$ cat src/bgtb_pkg.sv
// Shared constants, types and helpers for the bitmap glyph text blitter.
`timescale 1ns / 1ps
`default_nettype none
package bgtb_pkg;

  // Sizing
  localparam int GLYPH_COUNT = 256;
  localparam int GLYPH_ROWS  = 8;
  localparam int ADDR_WIDTH  = 32;

  localparam int CODE_W      = 8;
  localparam int PIX_W       = 8;
  localparam int COL_W       = 3;
  localparam int ROW_W       = $clog2(GLYPH_ROWS);
  localparam int GLYPH_IDX_W = $clog2(GLYPH_COUNT);
  localparam int STORE_DEPTH = GLYPH_COUNT * GLYPH_ROWS;
  localparam int STORE_AW    = GLYPH_IDX_W + ROW_W;
  localparam int PEN_W       = 16;
  localparam int PITCH_W     = 14;
  localparam int CLIP_W      = 12;
  localparam int SPAN_W      = CLIP_W + 1;
  localparam int BASE_W      = 32;
  localparam int CFG_W       = 32;
  localparam int CFG_IDX_W   = 2;

  // Pen advance per character
  localparam logic [PEN_W-1:0] GLYPH_ADVANCE = PEN_W'(8);

  // Reset value of the line pitch register
  localparam logic [PITCH_W-1:0] PITCH_RESET = PITCH_W'(640);

  // Command codes
  localparam logic CMD_LOAD = 1'b0;
  localparam logic CMD_DRAW = 1'b1;

  // Configuration register indexes
  localparam logic [CFG_IDX_W-1:0] REG_FRAME_BASE = 2'd0;
  localparam logic [CFG_IDX_W-1:0] REG_LINE_PITCH = 2'd1;
  localparam logic [CFG_IDX_W-1:0] REG_CLIP_LEFT  = 2'd2;
  localparam logic [CFG_IDX_W-1:0] REG_CLIP_TOP   = 2'd3;

  localparam logic [CODE_W:0] GLYPH_LIMIT = (CODE_W + 1)'(GLYPH_COUNT);

  // One character render job handed to the raster engine
  typedef struct packed {
    logic [GLYPH_IDX_W-1:0] code;
    logic [PIX_W-1:0]       colour;
    logic [ADDR_WIDTH-1:0]  origin;
  } bgtb_job_t;

  // True when the character code addresses a glyph in the font store
  function automatic logic glyph_ok(input logic [CODE_W-1:0] code);
    glyph_ok = ({1'b0, code} < GLYPH_LIMIT);
  endfunction

endpackage
`default_nettype wire

$ cat src/bgtb_raster.sv
// Glyph raster: shifts rows out one pixel per cycle unless stalled, emitting pixel writes.
`timescale 1ns / 1ps
`default_nettype none
module bgtb_raster (
  input  wire logic                            clk,
  input  wire logic                            rst,
  input  wire logic                            start,
  input  wire bgtb_pkg::bgtb_job_t             job,
  input  wire logic [bgtb_pkg::PITCH_W-1:0]    line_pitch,
  output logic                                 busy,
  output logic                                 rd_en,
  output logic      [bgtb_pkg::STORE_AW-1:0]   rd_addr,
  input  wire logic [bgtb_pkg::PIX_W-1:0]      rd_data,
  output logic                                 out_valid,
  input  wire logic                            out_stall,
  output logic      [bgtb_pkg::ADDR_WIDTH-1:0] write_addr,
  output logic      [bgtb_pkg::PIX_W-1:0]      write_data,
  output logic                                 last_write
);
  import bgtb_pkg::*;

  typedef enum logic [2:0] {
    R_IDLE  = 3'b001,
    R_BITS  = 3'b010,
    R_FLUSH = 3'b100
  } raster_state_t;

  localparam logic [ROW_W-1:0] LAST_ROW = ROW_W'(GLYPH_ROWS - 1);
  localparam logic [COL_W-1:0] LAST_COL = '1;

  raster_state_t           state;
  raster_state_t           state_next;
  logic [GLYPH_IDX_W-1:0]  code;
  logic [PIX_W-1:0]        colour;
  logic [ADDR_WIDTH-1:0]   row_addr;
  logic [ROW_W-1:0]        row;
  logic [COL_W-1:0]        col;
  logic [PIX_W-1:0]        shreg;
  logic                    pend_valid;
  logic [ADDR_WIDTH-1:0]   pend_addr;

  logic                    out_free;
  logic                    step;
  logic [PIX_W-1:0]        pattern;
  logic [ADDR_WIDTH-1:0]   pix_addr;
  logic                    push;
  logic                    push_last;

  assign busy     = (state != R_IDLE);
  assign out_free = !out_valid || !out_stall;
  assign step     = (state == R_BITS) && out_free;

  // Fresh font row on the first column, shifted remainder after that
  assign pattern  = (col == '0) ? rd_data : shreg;
  assign pix_addr = row_addr + ADDR_WIDTH'(col);

  // Next state and font reads
  always_comb begin
    state_next = state;
    rd_en      = 1'b0;
    rd_addr    = {code, row + ROW_W'(1)};
    push       = 1'b0;
    push_last  = 1'b0;
    unique case (state)
      R_IDLE: begin
        if (start) begin
          rd_en      = 1'b1;
          rd_addr    = {job.code, ROW_W'(0)};
          state_next = R_BITS;
        end
      end
      R_BITS: begin
        if (step) begin
          // A new set bit releases the held one, which is then not the last
          push = pattern[PIX_W-1] && pend_valid;
          if (col == LAST_COL) begin
            if (row == LAST_ROW) begin
              state_next = R_FLUSH;
            end else begin
              rd_en = 1'b1;
            end
          end
        end
      end
      R_FLUSH: begin
        if (out_free) begin
          push       = pend_valid;
          push_last  = 1'b1;
          state_next = R_IDLE;
        end
      end
      default: begin
        state_next = R_IDLE;
      end
    endcase
  end

  // Control state
  always_ff @(posedge clk) begin
    if (rst) begin
      state      <= R_IDLE;
      pend_valid <= 1'b0;
      out_valid  <= 1'b0;
    end else begin
      state <= state_next;
      if (state == R_IDLE && start) begin
        pend_valid <= 1'b0;
      end else if (step && pattern[PIX_W-1]) begin
        pend_valid <= 1'b1;
      end else if (state == R_FLUSH && out_free) begin
        pend_valid <= 1'b0;
      end
      if (push) begin
        out_valid <= 1'b1;
      end else if (!out_stall) begin
        out_valid <= 1'b0;
      end
    end
  end

  // Scan counters and shift register
  always_ff @(posedge clk) begin
    if (state == R_IDLE && start) begin
      code     <= job.code;
      colour   <= job.colour;
      row_addr <= job.origin;
      row      <= '0;
      col      <= '0;
    end else if (step) begin
      shreg <= pattern << 1;
      col   <= col + COL_W'(1);
      if (pattern[PIX_W-1]) begin
        pend_addr <= pix_addr;
      end
      if (col == LAST_COL) begin
        row_addr <= row_addr + ADDR_WIDTH'(line_pitch);
        row      <= row + ROW_W'(1);
      end
    end
  end

  // Output register
  always_ff @(posedge clk) begin
    if (push) begin
      write_addr <= pend_addr;
      write_data <= colour;
      last_write <= push_last;
    end
  end

endmodule
`default_nettype wire

$ cat config.mk
export PLATFORM = sky130hd
export DESIGN_NAME = bgtb_raster
export DESIGN_NICKNAME = d
export VERILOG_FILES = /design/src/bgtb_pkg.sv /design/src/bgtb_raster.sv
export SDC_FILE = /design/constraint.sdc
export NUM_CORES = 1
export LEC_CHECK = 0
export BUFFER_PORTS_ARGS = -buffer_cell sky130_fd_sc_hd__clkbuf_2
export CORE_MARGIN = 10
export CORE_UTILIZATION = 50
export CTS_CLUSTER_SIZE = 10
export DETAILED_ROUTE_END_ITERATION = 12
export PLACE_DENSITY = 0.72
export SLEW_MARGIN = 20
export SYNTH_ARGS = -nofsm -noshare
export SYNTH_HDL_FRONTEND = slang
export SYNTH_SLANG_ARGS = --single-unit
$ cat constraint.sdc
create_clock -name clk -period 13.11 [get_ports clk]
set_clock_uncertainty 0.1 [all_clocks]
set_input_delay 1.9665 -clock clk [delete_from_list [all_inputs] [get_ports clk]]
set_output_delay 1.9665 -clock clk [all_outputs]
set_load 0.1 [all_outputs]
==> impl_metrics.csv <==
group,metric,value,unit
status,status,"complete, no violations",
timing,setup_viol_count_final,0,
detailed_routing,drt_wl_total,14.1,mm
final_layout,n_antenna_cell,0,
clocking,clk_pin_slew_worst_paths,60,ps
synth,netlist_area,6530,um^2
synth,ys_seq_elements,139,
clocking,cts_tree,"built",
clocking,cts.sinks,139,
final_layout,areaGrowthSynthToFinish,22.2,%
setup_path,arrival,3780,ps
detailed_routing,drt-initial-drc-count,230,
setup_path,crit_required,11040,ps
clocking,cts-resized-gates,0,
power,power.share.clock,41.5,%
floorplan,core,12700,um^2
detailed_routing,vias_per_cell,5.20,
floorplan,die_x,134,um
synth,synthFlopType,"edfxtp_1",
placement,io_buffers,128,
placement,gp_congestion,0.934,
synth,synth_area_leaders,"edfxtp_1, nand2_1, ha_1",
timing,slew_headroom,44.5,%
timing,min_period,5850,ps
synth,postSynthCellCount,533,
clocking,holdBufCountCts,0,
setup_path,crit_path_end_kind,"primary output",
detailed_routing,drc,0,
synth,yosysSeqAreaShare,62.3,%
floorplan,rows,41,
synth,yosys.area.top_type,"edfxtp_1",
synth,ys_types,45,
clocking,post_cts_buffers,0,
grt,antenna_found_initial,0,
grt,grt_pass1_vias,4607,
min_path,hold_path.class,"reg2reg",
power,power_frac_comb,14.7,%
grt,grt_pass1_wl,23.0,mm
setup_path,critPathMaxFanout,81,
final_layout,final_cell_count_no_fill,852,
synth,synth_edf_count,128,
power,p_leak,3.13,nW
timing,rsz0062_at_grt,"no",
synth,synthTopCellsByCount,"edfxtp_1, nand2_1, nor2_1",
final_layout,register_area,4060,um^2
final_layout,multiInputGateArea,2360,um^2
timing,hold_viol_final,0,
synth,ys_async_sr_fraction,0,%
placement,placed_cell_area,7340,um^2
floorplan,die_area,18000,um^2
power,vdd_drop_max,112,uV
power,intPower,0.000907,W
power,seqPwrFrac,43.9,%
detailed_routing,first_pass_iters,6,
timing,fmax,171,MHz
timing,period_share,44.6,%
placement,dp_hpwl,10.6,mm
flow_run,cap_violations,0,
synth,synth.net_count,631,
clocking,clk_latency,430,ps
floorplan,ioPinCount,129,
clocking,htreeDepth,4,
clocking,clk_path_buf_depth,2,
synth,syn_avg_cell_area,12.2,um^2
placement,place_inst,820,
floorplan,initial_core_util,51.3,%
grt,gr-total-overflow,0,
clocking,cts_buffers,17,
floorplan,die_y,134,um
power,power_switching,0.000313,W
final_layout,fin_nets,765,
detailed_routing,wl_per_cell,16.6,um
timing,hold_ws,312,ps
power,powerDensity,153,nW/um^2
timing,final.setup.tns,0,ps
timing,max_slew.worst_pin.slew,832,ps
grt,grt_usage,16.2,%
setup_path,critPathLaunchType,"input port",
timing,final_max_slew_viol_count,0,
synth,yosys_warnings,0,
final_layout,finalInstanceArea,7970,um^2
detailed_routing,antenna_left,0,
grt,grt_max_degree,82,
synth,synth_top_area_share,58.9,%
synth,synth.most_common_cell,"edfxtp_1",
power,switching_share,25.6,%
detailed_routing,vias,4430,
clocking,clockRootBuffer,"clkbuf_16",
final_layout,fillerInstances,1037,
setup_path,worstSetupPathType,"in2out",
final_layout,layout-drive-gt1-share,26.2,%
==> area by class of cell <==
cell class	instances	share of cell area [%]
Sequential cell	139	51.0
Tap cell	172	2.70
Timing Repair Buffer	133	8.51
Multi-Input combinational cell	370	29.6
Clock buffer	21	5.78
Inverter	6	0.283
Clock inverter	11	2.10
==> path summary, 6_finish.rpt <==
check             slack [ps]  cells after the start    startpoint              to
hold reg to reg          310                      0  pend_addr[2]   write_addr[2]
hold / removal           310                      0  pend_addr[2]   write_addr[2]
setup reg to reg        9950                      9        col[1]  write_addr[18]
setup / recovery        7260                      8         start     rd_addr[10]
==> critical path: stages <==
cell and delay (ps):
clkbuf_2 90, nand3_1 80, buf_4 240, inv_2 70, buf_4 610, nand2_1 140, nand2_1 100, clkbuf_2 450
==> cell families (layout without fill, tap and decap cells) <==
family          count (synthesis)  after routing  synth area share (%)
fa+ha+maj                      24             24                  4.83
simple gates                  197            197                  14.4
compound gates                 77             77                  6.94
xor+xnor                       61             61                  8.19
mux                            11             11                  1.80
buf+inv                        24            171                  1.53
flops                         139            139                  62.3
==> layer usage <==
metal	wire, um	GRT usage [%]	share of wire (%)
met4	278	7.19	2.0
met5	0	0	0
met3	993	5.34	7.0
met2	6740	26.1	48
met1	6100	19.4	43
==> power groups by stage <==
stage	clock network [W]	logic [W]	registers, W
floorplan	0	0.000139	0.000534
global placement	0	0.000173	0.000543
detailed placement	0	0.000178	0.000544
CTS	0.000513	0.000180	0.000535
global route	0.000533	0.000199	0.000538
finish	0.000506	0.000179	0.000535
==> layout by cell type, fill, tap and decap left out, types with 9 or more instances in the layout <==
cell type / count
a21oi_1: 25
clkbuf_16: 17
clkbuf_2: 128
dfxtp_1: 11
edfxtp_1: 128
ha_1: 22
nand2_1: 77
nand3_1: 19
nand4_1: 9
nor2_1: 46
o21ai_0: 30
xnor2_1: 31
xor2_1: 30
==> state kept, by name, summed over array words and instances (netlist names) <==
register,flops
pend_valid,1
row_addr,32
col,3
state,3
shreg,7
write_addr,32
colour,8
row,3
pend_addr,32
write_data,8
last_write,1
code,8
out_valid,1
==> stage by stage <==
step / utilization, % / setup slack [ps] / total power, W
2_1_floorplan: - / 6030 / 0.000674
3_3_place_gp: 57.7 / 7330 / 0.000716
3_5_place_dp: 57.7 / 7230 / 0.000722
4_1_cts: 62.7 / 7230 / 0.00123
5_1_grt: 62.7 / 7120 / 0.00127
6_report: 62.7 / 7260 / 0.00122
Note: power is estimated with default switching activity, not from simulation.
