<file path="src/bgtb_pkg.sv">
// Shared constants, types and helpers for the bitmap glyph text blitter.
`timescale 1ns / 1ps
`default_nettype none
package bgtb_pkg;

  // Sizing
  localparam int GLYPH_COUNT = 256;
  localparam int GLYPH_ROWS  = 8;
  localparam int ADDR_WIDTH  = 32;

  localparam int CODE_W      = 8;
  localparam int PIX_W       = 8;
  localparam int COL_W       = 3;
  localparam int ROW_W       = $clog2(GLYPH_ROWS);
  localparam int GLYPH_IDX_W = $clog2(GLYPH_COUNT);
  localparam int STORE_DEPTH = GLYPH_COUNT * GLYPH_ROWS;
  localparam int STORE_AW    = GLYPH_IDX_W + ROW_W;
  localparam int PEN_W       = 16;
  localparam int PITCH_W     = 14;
  localparam int CLIP_W      = 12;
  localparam int SPAN_W      = CLIP_W + 1;
  localparam int BASE_W      = 32;
  localparam int CFG_W       = 32;
  localparam int CFG_IDX_W   = 2;

  // Pen advance per character
  localparam logic [PEN_W-1:0] GLYPH_ADVANCE = PEN_W'(8);

  // Reset value of the line pitch register
  localparam logic [PITCH_W-1:0] PITCH_RESET = PITCH_W'(640);

  // Command codes
  localparam logic CMD_LOAD = 1'b0;
  localparam logic CMD_DRAW = 1'b1;

  // Configuration register indexes
  localparam logic [CFG_IDX_W-1:0] REG_FRAME_BASE = 2'd0;
  localparam logic [CFG_IDX_W-1:0] REG_LINE_PITCH = 2'd1;
  localparam logic [CFG_IDX_W-1:0] REG_CLIP_LEFT  = 2'd2;
  localparam logic [CFG_IDX_W-1:0] REG_CLIP_TOP   = 2'd3;

  localparam logic [CODE_W:0] GLYPH_LIMIT = (CODE_W + 1)'(GLYPH_COUNT);

  // One character render job handed to the raster engine
  typedef struct packed {
    logic [GLYPH_IDX_W-1:0] code;
    logic [PIX_W-1:0]       colour;
    logic [ADDR_WIDTH-1:0]  origin;
  } bgtb_job_t;

  // True when the character code addresses a glyph in the font store
  function automatic logic glyph_ok(input logic [CODE_W-1:0] code);
    glyph_ok = ({1'b0, code} < GLYPH_LIMIT);
  endfunction

endpackage
`default_nettype wire

</file>
<file path="src/bgtb_mac.sv">
// Bit-serial multiply-add for the line base: base + span * pitch, one span bit per cycle.
`timescale 1ns / 1ps
`default_nettype none
module bgtb_mac (
  input  wire logic                            clk,
  input  wire logic                            rst,
  input  wire logic                            start,
  input  wire logic [bgtb_pkg::PITCH_W-1:0]    pitch,
  input  wire logic [bgtb_pkg::SPAN_W-1:0]     span,
  input  wire logic [bgtb_pkg::ADDR_WIDTH-1:0] base,
  output logic                                 busy,
  output logic      [bgtb_pkg::ADDR_WIDTH-1:0] acc
);
  import bgtb_pkg::*;

  logic [ADDR_WIDTH-1:0] mcand;
  logic [SPAN_W-1:0]     mplier;

  // Done once no multiplier bits remain
  assign busy = |mplier;

  // Multiplier control
  always_ff @(posedge clk) begin
    if (rst) begin
      mplier <= '0;
    end else if (start) begin
      mplier <= span;
    end else if (busy) begin
      mplier <= mplier >> 1;
    end
  end

  // Shift-add datapath; sums wrap at the address width
  always_ff @(posedge clk) begin
    if (start) begin
      acc   <= base;
      mcand <= ADDR_WIDTH'(pitch);
    end else if (busy) begin
      if (mplier[0]) begin
        acc <= acc + mcand;
      end
      mcand <= mcand << 1;
    end
  end

endmodule
`default_nettype wire

</file>
<file path="config.mk">
export PLATFORM = sky130hd
export DESIGN_NAME = bgtb_mac
export DESIGN_NICKNAME = d
export VERILOG_FILES = /design/src/bgtb_pkg.sv /design/src/bgtb_mac.sv
export SDC_FILE = /design/constraint.sdc
export NUM_CORES = 1
export LEC_CHECK = 0
export BUFFER_PORTS_ARGS = -buffer_cell sky130_fd_sc_hd__buf_2
export CORE_ASPECT_RATIO = 1.5
export CORE_MARGIN = 10
export CORE_UTILIZATION = 45
export CTS_BUF_LIST = sky130_fd_sc_hd__clkbuf_4
export CTS_CLUSTER_DIAMETER = 60
export DETAILED_ROUTE_END_ITERATION = 10
export PLACE_DENSITY = 0.77
export SYNTH_ARGS = -nofsm -noshare
export SYNTH_HDL_FRONTEND = slang
export SYNTH_SLANG_ARGS = --single-unit
</file>
<file path="constraint.sdc">
create_clock -name clk -period 4.16 [get_ports clk]
set_input_delay 0.208 -clock clk [delete_from_list [all_inputs] [get_ports clk]]
set_output_delay 0.208 -clock clk [all_outputs]
set_load 0.05 [all_outputs]
</file>
==> key figures, run 1 <==
Run status
  • Status: complete, no violations

CTS
  • # Post-CTS Setup Buffers: 0
  • Clock tree buffer depth: 2
  • Root Buffer: clkbuf_4
  • Skew-Pair Late Insertion Delay: roughly 450 ps
  • Clk slew on worst S/H paths: 130 ps
  • Htree depth: 3
  • TritonCTS Buffers: 9
  • Clk sink count: 77
  • CTS tree: built

Worst setup path
  • R2r endpoint: acc[28]$_DFFE_PP_
  • Worst R2R Start: acc[0]$_DFFE_PP_
  • Worst r2r path cells: 9
  • Internal reg-to-reg setup slack: around 1000 ps
  • Worst setup path class: register to register
  • Crit Path Max Fanout: 8
  • Crit path launch type: register
  • CP required: around 4300 ps
  • Crit path arrival time: 3300 ps
  • Crit. End Element: register

Route
  • DR WL met2: 6.12 mm
  • Routed wire length: 11.9 mm
  • Initial DRC count: slightly above 200
  • Final ANT Viol Nets: 0
  • Top sig layer: met4
  • Via-to-Cell Ratio: 5.69
  • Drt wl/cell: between 15 and 20 um
  • Met3 WL post-DR: about 750 um
  • Vias: about 4000
  • Met1 WL: between 4 and 5 mm
  • Router iterations before antenna repair: 5
  • DRC viols: 0

Timing
  • PnR worst setup slack: 1040 ps
  • Fin. max-slew vios: 0
  • Slew HR: between 40 and 50%
  • Slew @ Worst Pin: 858 ps
  • Max Fclk: 320 MHz
  • Final Hold Fails: 0
  • Minimum clock period: roughly 3100 ps
  • Crit share post-route: about three quarters
  • Unrepaired setup endpoints after global routing: false
  • Fin Clk Skew: around 25 ps
  • TNS Setup: 0 ps
  • Final setup viols: 0

Synthesis
  • Ys flop type: edfxtp_1
  • Flops & latches, synth: a little under 80
  • Synth top area share: between 20 and 30%
  • Synth Net Count: roughly 580
  • Library cells used by synthesis: 52
  • Synth top area cells: edfxtp_1, dfxtp_1, ha_1
  • Sequential share of the synthesized area: between 40% and 50%
  • Async SR Flop Fraction: 0%
  • Synthesized cell area: 4680 sq um
  • Dominant cell type by area after synthesis: edfxtp_1
  • Avg Cell Area, Syn: roughly 9.6 sq um
  • Top-count cell post-synth: nand2_1
  • Post-Syn Instances: 487
  • Synth warn: 0
  • Top cells by count, synth: nand2_1, nor2_1, edfxtp_1, a21oi_1, o21ai_0
  • Post-synth EDFFs: 46

Floorplan
  • Initial Util: 46.2%
  • DIE WIDTH: ~100 um
  • Die ar.: 15000 sq um
  • I/O Pins: 95
  • Number of cell rows: 45
  • Die H: between 100 and 150 um
  • Core ar.: approximately 10000 sq um

Final layout
  • Share of layout cells above drive strength 1: 23.2%
  • Layout fillers: 933
  • Total Nets Final: about 670
  • Syn-to-layout area delta: 16.9%
  • Fin area: around 5500 sq um
  • Final core occ: ~54%

Global route
  • Vias in the first global route: 4101
  • Total gr overflow: 0
  • First-pass GRT wire length: 19.0 mm
  • Pin count of the biggest net entering global routing: 54
  • Initial antenna violation count: 1
  • Tot GR Track Use: around 16%

Placed design
  • Pre-CTS setup slack: around 1100 ps
  • Post-Place Cell Area: roughly 5200 sq um
  • DP HPWL: approximately 9.0 mm
  • IO buf count: 94
  • GP Congestion: 0.894

Power
  • Total Power: 0.00244 W
  • Leakage: roughly 2.5 nW
  • Peak supply drop: approximately 340 uV
  • Pwr Density: between 400 and 500 nW/um^2

Worst hold path
  • Worst hold path startpoint: span[9]
  • Worst Hold Class: input port to register
  • Hold endpoint: mplier[9]$_SDFFE_PP0P_
  • Hold path cells: 3

Run
  • Max-cap violation count: 0
[cell families (layout without fill, tap and decap cells)]
family / Yosys count / count (layout) / share of synthesized area, %
buffers and inverters: 35 / 131 / 2.83
adder cells (fa/ha/maj): 32 / 32 / 8.72
other: 0 / 1 / 0
AO/OA/AOI/OAI: 125 / 125 / 17.1
multiplexers: 47 / 47 / 10.5
AND/OR/NAND/NOR: 151 / 151 / 14.4
flip-flops: 77 / 77 / 42.8
XOR/XNOR: 20 / 20 / 3.74
[per-stage QoR]
step	hold slack [ps]	instances
after floorplan	280	487
after global placement	443	675
after detailed placement	450	675
after CTS	2.46	700
after global routing	14.8	701
final	14.9	701
[report_power, final]
part	switching [W]	internal, W	leakage, nW
Clock	0.000279	0.000251	0.0916
Sequential	0.0000537	0.000920	0.722
Combinational	0.000609	0.000330	1.69
Total	0.000942	0.00150	2.50
[sequential cells by signal, indices dropped and copies added, names as in the netlist]
signal	flops
acc	32
mcand	32
mplier	13
[final cells by class]
| type | count | area [sq um] | area share [%] |
|---|---|---|---|
| clock inverters | 6 | 85.1 | 1.55 |
| diodes | 1 | 2.50 | 0.0457 |
| repair buffers | 105 | 578 | 10.6 |
| inverters | 10 | 37.5 | 0.686 |
| clock buffers | 10 | 75.1 | 1.37 |
| well taps | 117 | 146 | 2.68 |
| flip-flops and latches | 77 | 2000 | 36.6 |
| multi-input cells | 375 | 2540 | 46.5 |
[layer usage]
metal / global-route usage (%) / vias up
li1: - / 1985
met1: 16.9 / 1838
met2: 28.3 / 133
met3: 4.94 / 33
met4: 7.13 / 0
met5: 0 / -
[cell usage in the layout (no fill, tap or decap), types with 3 or more instances in the layout]
cell type / n
inv_1: 9
o21ai_0: 34
o31ai_1: 5
dfxtp_1: 31
xnor2_1: 11
buf_4: 3
mux2_2: 16
nor3_1: 6
nand2_1: 56
or2_2: 4
a311oi_1: 4
dlygate4sd3_1: 9
a21o_1: 9
and3_1: 3
a221oi_1: 3
a21oi_1: 36
xor2_1: 9
nor2_1: 49
mux2i_1: 31
clkbuf_4: 10
o21bai_1: 4
nand3_1: 11
buf_2: 93
edfxtp_1: 46
o21a_1: 9
ha_1: 31
nand4_1: 8
[critical path, cell delays in order, from the launching register on]
cell	delay, ps
edfxtp_1	420
ha_1	250
fa_1	420
a21o_1	230
a31oi_1	230
o221a_2	280
o31a_1	220
o21ba_1	420
mux2i_1	270
a22oi_1	100
[how the worst max path moves through the flow]
stage | startpoint | end | slack [ps]
CTS | acc[0]$_DFFE_PP_ | acc[28]$_DFFE_PP_ | 1100
finish | acc[0]$_DFFE_PP_ | acc[28]$_DFFE_PP_ | 1040
global route | acc[0]$_DFFE_PP_ | acc[28]$_DFFE_PP_ | 900
detailed placement | acc[0]$_DFFE_PP_ | acc[28]$_DFFE_PP_ | 1150
global placement | acc[0]$_DFFE_PP_ | acc[28]$_DFFE_PP_ | 1220
floorplan | acc[0]$_DFFE_PP_ | acc[28]$_DFFE_PP_ | 1210
[timing repair]
action                                 in CTS  in global routing
gates resized for setup                     0                  0
endpoints found under the hold margin       9                  0
hold buffers                                9                  0
Note: power is estimated with default switching activity, not from simulation.
==> run 2: changes to the inputs <==
==> constraint.sdc (replaced) <==
create_clock -name clk -period 3.1 [get_ports clk]
set_input_delay 0.155 -clock clk [delete_from_list [all_inputs] [get_ports clk]]
set_output_delay 0.155 -clock clk [all_outputs]
set_load 0.05 [all_outputs]
==> key figures, run 2 (synthesis gave the netlist of run 1 again) <==
Run status
  • Status: complete, no violations

Timing
  • Unrepaired setup endpoints after global routing: false
  • Slew HR: 40.6% (-2.2 points)
  • Fin Clk Skew: 18.6 ps (-6.58 ps)
  • TNS Setup: 0 ps (unchanged)
  • Fin. max-slew vios: 0 (unchanged)
  • Minimum clock period: 2910 ps (-211 ps)
  • Max Fclk: 344 MHz (+7.2%)
  • Final Hold Fails: 0 (unchanged)
  • Final setup viols: 0 (unchanged)
  • Slew @ Worst Pin: 891 ps (+33.0 ps)
  • Crit share post-route: 93.9% (+19 points)

CTS
  • Clk slew on worst S/H paths: 130 ps (about the same)
  • CTS tree: built
  • Clock tree buffer depth: 2 (unchanged)
  • # Post-CTS Setup Buffers: 0 (unchanged)
  • Skew-Pair Late Insertion Delay: 460 ps (about the same)
  • Clk sink count: 77 (unchanged)
  • Htree depth: 3 (unchanged)
  • Root Buffer: clkbuf_4
  • TritonCTS Buffers: 9 (unchanged)

Route
  • Routed wire length: 12.8 mm (+7.4%)
  • Drt wl/cell: 17.0 um (about the same)
  • Initial DRC count: 240 (+18%)
  • Router iterations before antenna repair: 6 (+1)
  • Vias: 4184 (+4.9%)
  • Final ANT Viol Nets: 0 (unchanged)
  • Via-to-Cell Ratio: 5.56 (-2.4%)
  • DRC viols: 0 (unchanged)

Worst hold path
  • Hold path cells: 2 (-1)
  • Worst Hold Class: input port to register
  • Worst hold path startpoint: rst

Worst setup path
  • Crit path from: acc[0]$_DFFE_PP_
  • Worst setup path class: register to register
  • Worst r2r path cells: 9 (unchanged)
  • CP required: 3320 ps (-1020 ps)
  • Crit path launch type: register
  • Crit path arrival time: 3130 ps (-170 ps)
  • Worst R2R Start: acc[0]$_DFFE_PP_
  • Crit Path Max Fanout: 8 (unchanged)
  • Crit. End Element: register

Power
  • Sw power: 0.00128 W (+35%)
  • Cell Int Power: 0.00204 W (+36%)
  • Combinational share of power: 39.6% (+1.2 points)
  • Pwr Density: 555 nW/um^2 (+24%)
  • Peak supply drop: 461 uV (+37%)
  • Sw Share: 38.4% (-0.11 points)
  • Leakage: 2.72 nW (+8.8%)
  • Register share of total power: 39.4% (-0.5 points)
  • Clock network power share: 21.0% (-0.7 points)

Placed design
  • IO buf count: 94 (unchanged)
  • DP HPWL: 8.84 mm (-1.7%)
  • Placed Cells: 677 (+0.30%)
  • GP Congestion: 0.918 (+2.7%)

Global route
  • Pin count of the biggest net entering global routing: 53 (-1.9%)
  • Tot GR Track Use: 17.7% (+1.7 points)
  • Vias in the first global route: 4480 (+9.2%)
  • Initial antenna violation count: 1 (unchanged)
  • Total gr overflow: 0 (unchanged)
  • First-pass GRT wire length: 21.1 mm (+11%)

Floorplan
  • Initial Util: 46.2% (unchanged)
  • DIE WIDTH: 103 um (unchanged)
  • Die ar.: 15000 sq um (unchanged)
  • I/O Pins: 95 (unchanged)
  • Die H: 145 um (unchanged)
  • Number of cell rows: 45 (unchanged)
  • Core ar.: 10100 sq um (unchanged)

Final layout
  • Biggest regs: acc: 32 flops, mcand: 32 flops, mplier: 13 flops
  • Layout Cells excl Fill: 753 (+7.4%)
  • Total Nets Final: 723 (+7.6%)
  • Commonest non-fill, non-tap cells in the layout: buf_2, dlygate4sd3_1, nand2_1
  • Syn-to-layout area delta: 27.7%
  • Commonest non-fill, non-tap cell in the layout: buf_2
  • Share of layout cells above drive strength 1: 21.5% (-1.7 points)

Run
  • Max-cap violation count: 0 (unchanged)
## run 2: changes by cell type in the layout (fill, tap and decap cells not counted), sizes merged
cell,previous run,this run
clkinv,2,6
inv,12,9
diode,1,2
buf,96,98
clkbuf,10,9
dlygate4sd3,9,58
## run 2: stage by stage
step	worst slack (ps)	hold slack [ps]	util [%]	total power (W)	cell area [sq um]
after floorplan	149	227	-	0.00227	4680
after global placement	169	389	51.6	0.00255	5230
after detailed placement	128	400	51.6	0.00257	5230
after CTS	119	0.289	58.9	0.00333	5970
after global routing	34.9	39.5	59.0	0.00350	5970
final	190	17.8	59.0	0.00332	5980
## run 2: cell type report
| class | instances | area (sq um) |
|---|---|---|
| tap | 117 | 146 |
| clock buffer | 9 | 67.6 |
| multi-input combinational | 375 | 2540 |
| timing repair buffer | 156 | 1080 |
| sequential | 77 | 2000 |
| fill | 852 | 4160 |
| clock inverter | 7 | 90.1 |
| antenna | 2 | 5.00 |
| inverter | 10 | 37.5 |
## run 2: power by group through the flow
stage / clock network, W / registers (W) / logic (W)
2_1_floorplan: 0 / 0.00157 / 0.000702
3_3_place_gp: 0 / 0.00133 / 0.00122
3_5_place_dp: 0 / 0.00133 / 0.00124
4_1_cts: 0.000713 / 0.00131 / 0.00131
5_1_grt: 0.000741 / 0.00132 / 0.00144
6_report: 0.000698 / 0.00131 / 0.00131
## run 2: layer usage
layer	global-route usage, %	vias up	routed length (um)
li1	-	2089	-
met1	18.7	1957	4930
met2	31.5	118	6640
met3	5.17	20	889
met4	7.86	0	314
met5	0	-	0
## run 2: path summary, 6_finish.rpt
kind / to / slack, ps
min: mplier[3]$_SDFFE_PP0P_ / 20
min reg2reg: mplier[3]$_SDFFE_PP0P_ / 530
max reg2reg: acc[28]$_DFFE_PP_ / 190
max: acc[28]$_DFFE_PP_ / 190
## run 2: critical path, stage by stage (launching register included)
cell and delay [ps]:
edfxtp_1 430, ha_1 250, fa_1 410, a21o_1 230, a31oi_1 240, o221a_2 280
o31a_1 210, o21ba_2 310, mux2i_1 210, a22oi_1 90
## run 2: timing repair
item,4_1_cts,5_1_grt
gates resized for setup,0,1
hold endpoints to repair,51,0
hold buffers,58,0
endpoints found under the setup margin,0,2
==> run 3: changes to the inputs <==
--- a/config.mk
+++ b/config.mk
@@ -5,14 +5,14 @@
 export SDC_FILE = /design/constraint.sdc
 export NUM_CORES = 1
 export LEC_CHECK = 0
-export BUFFER_PORTS_ARGS = -buffer_cell sky130_fd_sc_hd__buf_2
 export CORE_ASPECT_RATIO = 1.5
 export CORE_MARGIN = 10
 export CORE_UTILIZATION = 45
 export CTS_BUF_LIST = sky130_fd_sc_hd__clkbuf_4
 export CTS_CLUSTER_DIAMETER = 60
 export DETAILED_ROUTE_END_ITERATION = 10
-export PLACE_DENSITY = 0.77
+export DONT_BUFFER_PORTS = 1
+export PLACE_DENSITY = 0.68
 export SYNTH_ARGS = -nofsm -noshare
 export SYNTH_HDL_FRONTEND = slang
 export SYNTH_SLANG_ARGS = --single-unit
==> key figures, run 3 (synthesis gave the netlist of run 1 again) <==
Power
  • Peak supply drop: 452 uV (-2.1%)
  • Sw power: 0.00125 W (-1.7%)
  • Clock network power share: 20.5% (-0.5 points)
  • Combinational share of power: 39.6% (about the same)
  • Pwr Density: 567 nW/um^2 (+2.1%)
  • Sw Share: 37.6% (-0.84 points)
  • Cell Int Power: 0.00208 W (+1.8%)
  • Total Power: 0.00333 W (+0.45%)
  • Leakage: 2.53 nW (-6.8%)
  • Register share of total power: 39.9% (+0.5 points)

Route
  • Via-to-Cell Ratio: 5.73 (+3.1%)
  • Final ANT Viol Nets: 0 (unchanged)
  • DRC viols: 0 (unchanged)
  • Initial DRC count: 174 (-28%)
  • Drt wl/cell: 18.4 um (+8.5%)
  • Routed wire length: 12.9 mm (+1.1%)
  • Vias: 4020 (-3.9%)
  • Router iterations before antenna repair: 4 (-2)

Timing
  • TNS Setup: 0 ps (unchanged)
  • Slew HR: 42.4% (+1.8 points)
  • Minimum clock period: 2870 ps (-40.8 ps)
  • Slew @ Worst Pin: 864 ps (-26.9 ps)
  • Fin. max-slew vios: 0 (unchanged)
  • Fin Clk Skew: 19.8 ps (+1.23 ps)
  • Final setup viols: 0 (unchanged)
  • Final Hold Fails: 0 (unchanged)
  • Min Hold Slack: 57.8 ps (+40.0 ps)
  • Crit share post-route: 92.5% (-1.3 points)
  • Max Fclk: 349 MHz (+1.4%)
  • Unrepaired setup endpoints after global routing: false

CTS
  • Clk slew on worst S/H paths: 120 ps (about the same)
  • Clk sink count: 77 (unchanged)
  • Htree depth: 3 (unchanged)
  • Root Buffer: clkbuf_4
  • Clock tree buffer depth: 2 (unchanged)
  • TritonCTS Buffers: 9 (unchanged)
  • CTS tree: built
  • Skew-Pair Late Insertion Delay: 450 ps (about the same)

Worst hold path
  • Hold path cells: 2 (unchanged)
  • Worst Hold Class: input port to register
  • Worst hold path startpoint: base[24]
  • Hold endpoint: acc[24]$_DFFE_PP_

Worst setup path
  • Worst setup path class: register to register
  • Internal reg-to-reg setup slack: 230 ps (+40 ps)
  • Crit path launch type: register
  • Crit path arrival time: 3060 ps (-70 ps)
  • Crit. End Element: register
  • CP required: 3290 ps (-30 ps)
  • Worst r2r path cells: 9 (unchanged)
  • Crit Path Max Fanout: 8 (unchanged)
  • R2r endpoint: acc[28]$_DFFE_PP_
  • Worst R2R Start: acc[0]$_DFFE_PP_

Final layout
  • Biggest regs: acc: 32 flops, mcand: 32 flops, mplier: 13 flops
  • Syn-to-layout area delta: 25.7%
  • Final core occ: 58.0% (-0.94 points)
  • Share of layout cells above drive strength 1: 12.7% (-8.8 points)
  • Commonest non-fill, non-tap cell in the layout: dlygate4sd3_1
  • Total Nets Final: 672 (-7.1%)
  • Commonest non-fill, non-tap cells in the layout: dlygate4sd3_1, nand2_1, nor2_1

Placed design
  • IO buf count: 0 (-100%)
  • GP Congestion: 0.867 (-5.6%)
  • DP HPWL: 8.86 mm (+0.21%)

Global route
  • Total gr overflow: 0 (unchanged)
  • Tot GR Track Use: 17.9% (+0.16 points)
  • First-pass GRT wire length: 20.8 mm (-1.5%)
  • Pin count of the biggest net entering global routing: 78 (+47%)
  • Vias in the first global route: 4213 (-6.0%)
  • Initial antenna violation count: 1 (unchanged)

Floorplan
  • Number of cell rows: 45 (unchanged)
  • Core ar.: 10100 sq um (unchanged)
  • DIE WIDTH: 103 um (unchanged)
  • Die H: 145 um (unchanged)
  • I/O Pins: 95 (unchanged)
  • Initial Util: 46.2% (unchanged)
  • Die ar.: 15000 sq um (unchanged)

Run
  • Max-cap violation count: 0 (unchanged)

Run status
  • Status: complete, no violations
[run 3: critical path, stage by stage, from the launching register on]
cell and delay [ps]:
edfxtp_1 410, ha_1 250, fa_1 420, a21o_1 230, a31oi_2 240, o221a_2 270, o31a_1 220, o21ba_2 290
mux2i_1 200, a22oi_1 100
[run 3: through the flow]
stage | setup WS (ps) | std cells | cell area [sq um]
6_report | 231 | 702 | 5880
3_3_place_gp | 181 | 612 | 4980
5_1_grt | 70.7 | 701 | 5880
2_1_floorplan | 149 | 487 | 4680
3_5_place_dp | 111 | 612 | 4980
4_1_cts | 97.6 | 700 | 5870
[run 3: how the worst max path moves through the flow]
stage,slack [ps],from,endpoint
CTS,100,acc[0]$_DFFE_PP_,acc[28]$_DFFE_PP_
floorplan,150,acc[0]$_DFFE_PP_,acc[28]$_DFFE_PP_
detailed placement,110,acc[0]$_DFFE_PP_,acc[28]$_DFFE_PP_
global placement,180,acc[0]$_DFFE_PP_,acc[28]$_DFFE_PP_
global route,70,acc[0]$_DFFE_PP_,acc[28]$_DFFE_PP_
finish,230,acc[0]$_DFFE_PP_,acc[28]$_DFFE_PP_
[run 3: metal layers]
layer / routed length [um] / up-vias / global-route usage [%]
met2: 6790 / 119 / 31.9
met3: 794 / 29 / 5.22
met1: 4970 / 1886 / 18.5
li1: - / 1986 / -
met5: 0 / - / 0
met4: 366 / 0 / 8.38
[run 3: repair_timing]
action,CTS,global route
hold endpoints to repair,75,0
endpoints found under the setup margin,0,4
hold buffers,72,0
resized for setup,0,2
setup buffers,0,0
[run 3: power groups by stage]
stage / Sequential (W) / Combinational, W / Clock (W)
2_1_floorplan: 0.00157 / 0.000702 / 0
3_3_place_gp: 0.00135 / 0.00119 / 0
3_5_place_dp: 0.00136 / 0.00120 / 0
4_1_cts: 0.00133 / 0.00131 / 0.000702
5_1_grt: 0.00135 / 0.00145 / 0.000734
6_report: 0.00133 / 0.00132 / 0.000683
[run 3: area by class of cell]
| class | count | area [sq um] |
|---|---|---|
| Sequential cell | 77 | 2000 |
| Tap cell | 117 | 146 |
| Antenna cell | 2 | 5.00 |
| Timing Repair Buffer | 105 | 986 |
| Clock buffer | 10 | 75.1 |
| Fill cell | 874 | 4250 |
| Multi-Input combinational cell | 375 | 2550 |
| Inverter | 10 | 37.5 |
| Clock inverter | 6 | 78.8 |
